### src/hdl/popcov_pkg.sv
package popcov_pkg;

  localparam int MAX_PAIRS_LOG2 = 15;

  localparam int VAL_W   = 24;
  localparam int COV_W   = 48;
  localparam int COUNT_W = 16;
  localparam int PSUM_W  = 64;
  localparam int LSUM_W  = 40;
  localparam int MUL_AW  = 25;
  localparam int MUL_PW  = MUL_AW + VAL_W;
  localparam int REM_W   = 16;
  localparam int SPLIT_W = 20;

  localparam logic [COUNT_W-1:0] PAIR_LIMIT = COUNT_W'(1) << MAX_PAIRS_LOG2;

  localparam logic signed [PSUM_W-1:0] COV_MAX = PSUM_W'((64'sd1 <<< (COV_W - 1)) - 64'sd1);
  localparam logic signed [PSUM_W-1:0] COV_MIN = -(PSUM_W'(64'sd1 <<< (COV_W - 1)));

  typedef struct packed {
    logic signed [VAL_W-1:0] x_value;
    logic signed [VAL_W-1:0] y_value;
    logic                    x_is_null;
    logic                    y_is_null;
    logic                    group_end;
  } in_item_t;

  typedef struct packed {
    logic signed [COV_W-1:0] covariance;
    logic                    result_is_null;
    logic [COUNT_W-1:0]      pairs_counted;
    logic                    count_overflow;
  } out_item_t;

endpackage

### src/hdl/population_covariance_accumulator_unit.sv
// An item without group_end runs the states MUL and ACC, then returns to IDLE.
// A group_end item on a non-empty group then runs FIN, DIVY, MEAN, XLO, XHI, SUB, CABS,
// DIVC, SAT and OUT, using two 64-step restoring divisions on one shared divider plus
// one shared multiplier. An empty group goes from FIN straight to OUT for its null result.
// in_stall is high outside IDLE, so a new item is taken only after the last one is done.
// Reset (rst_n low, synchronous) clears all sums, the count, the overflow flag and out_valid.
module population_covariance_accumulator_unit
  import popcov_pkg::*;
(
  input  logic      clk,
  input  logic      rst_n,
  input  logic      in_valid,
  output logic      in_stall,
  input  in_item_t  in_data,
  output logic      out_valid,
  input  logic      out_stall,
  output out_item_t out_data
);

  localparam logic [3:0] ST_IDLE = 4'd0;
  localparam logic [3:0] ST_MUL  = 4'd1;
  localparam logic [3:0] ST_ACC  = 4'd2;
  localparam logic [3:0] ST_FIN  = 4'd3;
  localparam logic [3:0] ST_DIVY = 4'd4;
  localparam logic [3:0] ST_MEAN = 4'd5;
  localparam logic [3:0] ST_XLO  = 4'd6;
  localparam logic [3:0] ST_XHI  = 4'd7;
  localparam logic [3:0] ST_SUB  = 4'd8;
  localparam logic [3:0] ST_CABS = 4'd9;
  localparam logic [3:0] ST_DIVC = 4'd10;
  localparam logic [3:0] ST_SAT  = 4'd11;
  localparam logic [3:0] ST_OUT  = 4'd12;

  logic [3:0]               state_r, state_nxt;
  logic signed [VAL_W-1:0]  x_r, x_nxt;
  logic signed [VAL_W-1:0]  y_r, y_nxt;
  logic                     skip_r, skip_nxt;
  logic                     last_r, last_nxt;
  logic signed [2*VAL_W-1:0] prod_r, prod_nxt;
  logic signed [PSUM_W-1:0] psum_r, psum_nxt;
  logic signed [LSUM_W-1:0] xsum_r, xsum_nxt;
  logic signed [LSUM_W-1:0] ysum_r, ysum_nxt;
  logic [COUNT_W-1:0]       count_r, count_nxt;
  logic                     ovf_r, ovf_nxt;
  logic signed [VAL_W-1:0]  mean_r, mean_nxt;
  logic signed [PSUM_W-1:0] cross_r, cross_nxt;
  logic [PSUM_W-1:0]        div_q_r, div_q_nxt;
  logic [REM_W-1:0]         div_rem_r, div_rem_nxt;
  logic [5:0]               div_cnt_r, div_cnt_nxt;
  logic                     div_neg_r, div_neg_nxt;
  logic signed [COV_W-1:0]  cov_r, cov_nxt;
  logic                     null_r, null_nxt;
  logic                     out_valid_r, out_valid_nxt;
  out_item_t                out_data_r, out_data_nxt;

  // Shared multiplier: x*y per pair, then the two halves of Sx*mean_y.
  logic signed [MUL_AW-1:0] mul_a;
  logic signed [VAL_W-1:0]  mul_b;
  logic signed [MUL_PW-1:0] mul_p;

  always_comb begin
    case (state_r)
      ST_XLO: begin
        mul_a = $signed({{(MUL_AW - SPLIT_W){1'b0}}, xsum_r[SPLIT_W-1:0]});
        mul_b = mean_r;
      end
      ST_XHI: begin
        mul_a = $signed({{(MUL_AW - (LSUM_W - SPLIT_W)){xsum_r[LSUM_W-1]}},
                         xsum_r[LSUM_W-1:SPLIT_W]});
        mul_b = mean_r;
      end
      default: begin
        mul_a = MUL_AW'(x_r);
        mul_b = y_r;
      end
    endcase
  end

  assign mul_p = mul_a * mul_b;

  // Shared restoring divider step, divisor is the pair count.
  logic [REM_W:0]    rem_sh;
  logic              rem_ge;
  logic [REM_W:0]    rem_sub;
  logic [PSUM_W-1:0] q_signed;

  assign rem_sh  = {div_rem_r, div_q_r[PSUM_W-1]};
  assign rem_ge  = rem_sh >= {1'b0, count_r};
  assign rem_sub = rem_sh - {1'b0, count_r};
  assign q_signed = div_neg_r ? (~div_q_r + PSUM_W'(1)) : div_q_r;

  logic out_free;
  assign out_free = !out_valid_r || !out_stall;

  always_comb begin
    logic signed [PSUM_W-1:0] ysum_ext;
    logic signed [PSUM_W-1:0] cov_full;
    ysum_ext = PSUM_W'(ysum_r);
    cov_full = $signed(q_signed);

    state_nxt     = state_r;
    x_nxt         = x_r;
    y_nxt         = y_r;
    skip_nxt      = skip_r;
    last_nxt      = last_r;
    prod_nxt      = prod_r;
    psum_nxt      = psum_r;
    xsum_nxt      = xsum_r;
    ysum_nxt      = ysum_r;
    count_nxt     = count_r;
    ovf_nxt       = ovf_r;
    mean_nxt      = mean_r;
    cross_nxt     = cross_r;
    div_q_nxt     = div_q_r;
    div_rem_nxt   = div_rem_r;
    div_cnt_nxt   = div_cnt_r;
    div_neg_nxt   = div_neg_r;
    cov_nxt       = cov_r;
    null_nxt      = null_r;
    out_valid_nxt = out_valid_r && out_stall;
    out_data_nxt  = out_data_r;

    case (state_r)
      ST_IDLE: begin
        if (in_valid) begin
          x_nxt     = in_data.x_value;
          y_nxt     = in_data.y_value;
          skip_nxt  = in_data.x_is_null || in_data.y_is_null;
          last_nxt  = in_data.group_end;
          state_nxt = ST_MUL;
        end
      end
      ST_MUL: begin
        prod_nxt  = mul_p[2*VAL_W-1:0];
        state_nxt = ST_ACC;
      end
      ST_ACC: begin
        if (!skip_r) begin
          if (count_r == PAIR_LIMIT) begin
            ovf_nxt = 1'b1;
          end else begin
            psum_nxt  = psum_r + PSUM_W'(prod_r);
            xsum_nxt  = xsum_r + LSUM_W'(x_r);
            ysum_nxt  = ysum_r + LSUM_W'(y_r);
            count_nxt = count_r + COUNT_W'(1);
          end
        end
        state_nxt = last_r ? ST_FIN : ST_IDLE;
      end
      ST_FIN: begin
        div_rem_nxt = '0;
        div_cnt_nxt = '1;
        div_neg_nxt = ysum_r[LSUM_W-1];
        div_q_nxt   = ysum_r[LSUM_W-1] ? -ysum_ext : ysum_ext;
        if (count_r == '0) begin
          cov_nxt   = '0;
          null_nxt  = 1'b1;
          state_nxt = ST_OUT;
        end else begin
          null_nxt  = 1'b0;
          state_nxt = ST_DIVY;
        end
      end
      ST_DIVY, ST_DIVC: begin
        div_rem_nxt = rem_ge ? rem_sub[REM_W-1:0] : rem_sh[REM_W-1:0];
        div_q_nxt   = {div_q_r[PSUM_W-2:0], rem_ge};
        div_cnt_nxt = div_cnt_r - 6'd1;
        if (div_cnt_r == '0) begin
          state_nxt = (state_r == ST_DIVY) ? ST_MEAN : ST_SAT;
        end
      end
      ST_MEAN: begin
        // The mean of 24-bit values always fits back into 24 bits.
        mean_nxt  = $signed(q_signed[VAL_W-1:0]);
        state_nxt = ST_XLO;
      end
      ST_XLO: begin
        cross_nxt = PSUM_W'(mul_p);
        state_nxt = ST_XHI;
      end
      ST_XHI: begin
        cross_nxt = cross_r + $signed({mul_p[PSUM_W-SPLIT_W-1:0], {SPLIT_W{1'b0}}});
        state_nxt = ST_SUB;
      end
      ST_SUB: begin
        cross_nxt = psum_r - cross_r;
        state_nxt = ST_CABS;
      end
      ST_CABS: begin
        div_rem_nxt = '0;
        div_cnt_nxt = '1;
        div_neg_nxt = cross_r[PSUM_W-1];
        div_q_nxt   = cross_r[PSUM_W-1] ? -cross_r : cross_r;
        state_nxt   = ST_DIVC;
      end
      ST_SAT: begin
        if (cov_full > COV_MAX) begin
          cov_nxt = COV_MAX[COV_W-1:0];
        end else if (cov_full < COV_MIN) begin
          cov_nxt = COV_MIN[COV_W-1:0];
        end else begin
          cov_nxt = cov_full[COV_W-1:0];
        end
        state_nxt = ST_OUT;
      end
      ST_OUT: begin
        if (out_free) begin
          out_valid_nxt               = 1'b1;
          out_data_nxt.covariance     = cov_r;
          out_data_nxt.result_is_null = null_r;
          out_data_nxt.pairs_counted  = count_r;
          out_data_nxt.count_overflow = ovf_r;
          psum_nxt                    = '0;
          xsum_nxt                    = '0;
          ysum_nxt                    = '0;
          count_nxt                   = '0;
          ovf_nxt                     = 1'b0;
          state_nxt                   = ST_IDLE;
        end
      end
      default: begin
        state_nxt = ST_IDLE;
      end
    endcase
  end

  always_ff @(posedge clk) begin
    if (!rst_n) begin
      state_r     <= ST_IDLE;
      psum_r      <= '0;
      xsum_r      <= '0;
      ysum_r      <= '0;
      count_r     <= '0;
      ovf_r       <= 1'b0;
      out_valid_r <= 1'b0;
    end else begin
      state_r     <= state_nxt;
      psum_r      <= psum_nxt;
      xsum_r      <= xsum_nxt;
      ysum_r      <= ysum_nxt;
      count_r     <= count_nxt;
      ovf_r       <= ovf_nxt;
      out_valid_r <= out_valid_nxt;
    end
  end

  always_ff @(posedge clk) begin
    x_r        <= x_nxt;
    y_r        <= y_nxt;
    skip_r     <= skip_nxt;
    last_r     <= last_nxt;
    prod_r     <= prod_nxt;
    mean_r     <= mean_nxt;
    cross_r    <= cross_nxt;
    div_q_r    <= div_q_nxt;
    div_rem_r  <= div_rem_nxt;
    div_cnt_r  <= div_cnt_nxt;
    div_neg_r  <= div_neg_nxt;
    cov_r      <= cov_nxt;
    null_r     <= null_nxt;
    out_data_r <= out_data_nxt;
  end

  assign in_stall  = (state_r != ST_IDLE);
  assign out_valid = out_valid_r;
  assign out_data  = out_data_r;

`ifndef SYNTHESIS
  a_count_bound: assert property (@(posedge clk) disable iff (!rst_n)
    count_r <= PAIR_LIMIT)
    else $error("pair count exceeded its limit");

  a_null_result: assert property (@(posedge clk) disable iff (!rst_n)
    out_valid && out_data.result_is_null |->
      out_data.pairs_counted == '0 && out_data.covariance == '0)
    else $error("null result carries a count or a value");

  a_rem_bound: assert property (@(posedge clk) disable iff (!rst_n)
    (state_r == ST_DIVY || state_r == ST_DIVC) |->
      {1'b0, div_rem_r} < {1'b0, count_r})
    else $error("divider remainder not below the pair count");

  a_end_beat: assert property (@(posedge clk) disable iff (!rst_n)
    $rose(out_valid) |-> $past(state_r) == ST_OUT)
    else $error("result appeared outside the output step");
`endif

endmodule
### config.mk
export PLATFORM = sky130hd
export DESIGN_NAME = population_covariance_accumulator_unit
export DESIGN_NICKNAME = d
export VERILOG_FILES = /design/src/hdl/popcov_pkg.sv /design/src/hdl/population_covariance_accumulator_unit.sv
export SDC_FILE = /design/constraint.sdc
export NUM_CORES = 2
export LEC_CHECK = 0
export BUFFER_PORTS_ARGS = -buffer_cell sky130_fd_sc_hd__buf_2
export CAP_MARGIN = 20
export CELL_PAD_IN_SITES_DETAIL_PLACEMENT = 1
export CELL_PAD_IN_SITES_GLOBAL_PLACEMENT = 2
export CORE_MARGIN = 5
export CORE_UTILIZATION = 42
export DETAILED_ROUTE_END_ITERATION = 12
export GPL_ROUTABILITY_DRIVEN = 0
export PLACE_DENSITY = 0.84
export SYNTH_ARGS = -nofsm -noshare
export SYNTH_HDL_FRONTEND = slang
export SYNTH_SLANG_ARGS = --single-unit
export TNS_END_PERCENT = 30
### constraint.sdc
create_clock -name clk -period 11.7 [get_ports clk]
set_input_delay 1.17 -clock clk [delete_from_list [all_inputs] [get_ports clk]]
set_output_delay 1.17 -clock clk [all_outputs]
set_load 0.005 [all_outputs]
==> impl_metrics.env <==
export IMPL_die_area_um2=149000
export IMPL_dieHeight_um=386
export IMPL_synthDominantAreaCellType="fa_1"
export IMPL_dp_final_hpwl_um=174000
export IMPL_dominant_register_cell_in_the_synthesized_netlist="edfxtp_1"
export IMPL_core_um2=141000
export IMPL_final_layout_size_suffix_gt1_frac=0.0745
export IMPL_synthArstFlopShare=0
export IMPL_timing_max_cap_violations=0
export IMPL_design_final_nets=7730
export IMPL_cts_sinks=554
export IMPL_routed_vias_inst=5.87
export IMPL_worst_slew_pin_transition_ns=1.13
export IMPL_count_of_hold_buffers_inserted_by_post_cts_repair=0
export IMPL_fp_dieW_um=386
export IMPL_grt_pass1_vias=52900
export IMPL_most_instantiated_library_cell_after_synthesis="inv_1"
export IMPL_synth_nets=7678
export IMPL_netlist_cell_type_count=87
export IMPL_final_util=0.461
export IMPL_h_tree_depth=3
export IMPL_final_period_utilization=0.950
export IMPL_hold_path_class="flop to flop"
export IMPL_fin_cells=8598
export IMPL_finalSetupViolations=0
export IMPL_totalWireLength_um=217000
export IMPL_timing_max_transition_violations_final=0
export IMPL_first_pass_grt_wire_length_um=331000
export IMPL_dpl_cell_area_um2=62500
export IMPL_wl_met3_um=15500
export IMPL_fin_worst_skew_ns=0.0452
export IMPL_synth_top_cells_by_area="fa_1 (21%), edfxtp_1 (20%), ha_1 (8.5%), dfxtp_1 (5.6%), inv_1 (5.3%)"
export IMPL_initial_utilization=0.421
export IMPL_rsz0062_at_grt="yes"
export IMPL_avgRoutedWirePerCell_um=25.2
export IMPL_grt_max_degree=69
export IMPL_timing_critical_path_slowest_cell_delay_ns=0.64
export IMPL_place_inst=8461
export IMPL_synth_largest_type_area_fraction=0.209
export IMPL_ys_seq_area_frac=0.252
export IMPL_largest_fanout_on_the_critical_path=21
export IMPL_cp_data_arrival_time_ns=11.48
export IMPL_post_synth_most_frequent_cells="inv_1 (834), nand2_1 (696), fa_1 (620)"
export IMPL_cts_max_path_buffers=3
export IMPL_drt_first_pass_iters=6
export IMPL_met2_wirelength_um=100000
export IMPL_clock_fmax_mhz=90.0
export IMPL_insertedDiodeCount=0
export IMPL_synthesis_area_per_instance_um2=9.01
export IMPL_routed_via_count=50500
export IMPL_highest_signal_layer="met5"
export IMPL_cts_tree="built"
export IMPL_worstSetupStartpointType="flop"
export IMPL_antenna_found_initial=6
export IMPL_timing_max_slew_rel_slack=0.248
export IMPL_end_kind="flop"
export IMPL_detailedPlace_worstSlack_ns=0.360
export IMPL_final_min_clock_period_ns=11.11
export IMPL_hold_violations=0
export IMPL_postRouteAntennaNets=0
export IMPL_fin_ws_ns=0.587
export IMPL_global_route_overflow_total=0
export IMPL_worst_path_most_repeated_cell="fa_1"
export IMPL_post_cts_buffers=0
export IMPL_cts_resized=0
export IMPL_detailedRoute_firstIterationViolations=4031
export IMPL_synth_edf_count=388
export IMPL_route_layer_met1_wl_um=91700
export IMPL_clock_buffer_count_from_cts=72
export IMPL_grt_total_usage=0.289
export IMPL_worst_setup_hold_path_clk_slew_ns=0.06
export IMPL_drc=0
export IMPL_num_io_pins=123
export IMPL_finalInstanceArea_um2=65100
export IMPL_crit_required_ns=12.07
export IMPL_crit_path_top_delay_cell="xnor2_1"
export IMPL_clk_latency_ns=0.70
export IMPL_syn2layout_area_growth_pct=9.49
export IMPL_number_of_port_buffers=122
export IMPL_placementRows=138
export IMPL_worstSetupPathType="flop to flop"
export IMPL_number_of_warnings_reported_in_the_yosys_synthesis_log=0
export IMPL_synth_cell_area_um2=59500
export IMPL_clk_root_buffer_cell="clkbuf_16"
export IMPL_run_status="completed"
export IMPL_synth_ff_latch_count=554
export IMPL_netlist_instances=6597
[routing by layer]
metal  GRT usage  vias up
met5           0        -
met4       0.102        2
met3      0.0523      403
met2       0.473     1777
met1       0.387    25700
li1            -    22600
[cell families after synthesis]
kind of cell               share of synthesized area
muxes                                        0.00795
DFF                                            0.252
adders and majority gates                      0.294
and+or+nand+nor                                0.142
xor gates and xnor gates                      0.0642
buffers and inverters                         0.0719
AOI/OAI and AO/OA                              0.168
[stage by stage]
step | hold slack [ns] | TNS, ns
4_1_cts | 0.405 | 0
3_3_place_gp | 0.402 | 0
6_report | 0.396 | 0
5_1_grt | 0.414 | -0.0331
2_1_floorplan | 0.400 | 0
3_5_place_dp | 0.405 | 0
[critical path: cells and delay by family, from the launching register on]
kind	cells	cell delay, ns
buf+inv	7	1.00
compound gates	13	2.70
flops	1	0.32
mux	1	0.24
xor+xnor	1	0.64
fa+ha+maj	9	4.41
simple gates	8	1.47
[path summary, 6_finish.rpt]
kind / endpoint / start / slack [ns] / cells past startpoint
min: out_data[28]$_DFFE_PP_ / cov_r[10]$_SDFFCE_PN0P_ / 0.40 / 0
max reg2reg: cross_r[62]$_DFFE_PN_ / state_r[2]$_SDFFE_PN0P_ / 0.59 / 39
max: cross_r[62]$_DFFE_PN_ / state_r[2]$_SDFFE_PN0P_ / 0.59 / 39
min reg2reg: out_data[28]$_DFFE_PP_ / cov_r[10]$_SDFFCE_PN0P_ / 0.40 / 0
[cell usage in the layout, fill, tap and decap left out, drive strengths merged, types with 28 or more instances in the layout]
cell type and instances:
o41ai 30, fa 620, o21a 49, a21o 187
a21oi 341, o21bai 45, mux2i 45, clkbuf 92
nand2 696, o31ai 69, a31oi 31, buf 268
nor2b 39, edfxtp 388, dfxtp 166, or3 62
xnor2 263, o21ai 397, xor2 173, and2 31
and3 32, a22oi 105, inv 837, clkinv 28
nor3 99, nor2 601, nor4 31, nand2b 51
or4 30, nand4 66, a211oi 34, o221ai 43
ha 406, nand3 84
[layout make-up]
cell class              count  area, um^2
well taps                1890        2360
repair buffers            268        1730
fillers                 16300       76000
clock inverters            41         445
multi-input cells        4918       40500
flip-flops and latches    554       15000
clock buffers              92        1960
inverters                 835        3140
[state kept, by name, indices dropped and copies added (netlist names), 40 cells and up]
register,cells
cov_r,48
cross_r,64
div_q_r,64
out_data,66
prod_r,48
psum_r,64
xsum_r,40
ysum_r,40
Power is not shown: default switching activity piles up to over one toggle a cycle in this logic, so the estimate is an artifact.
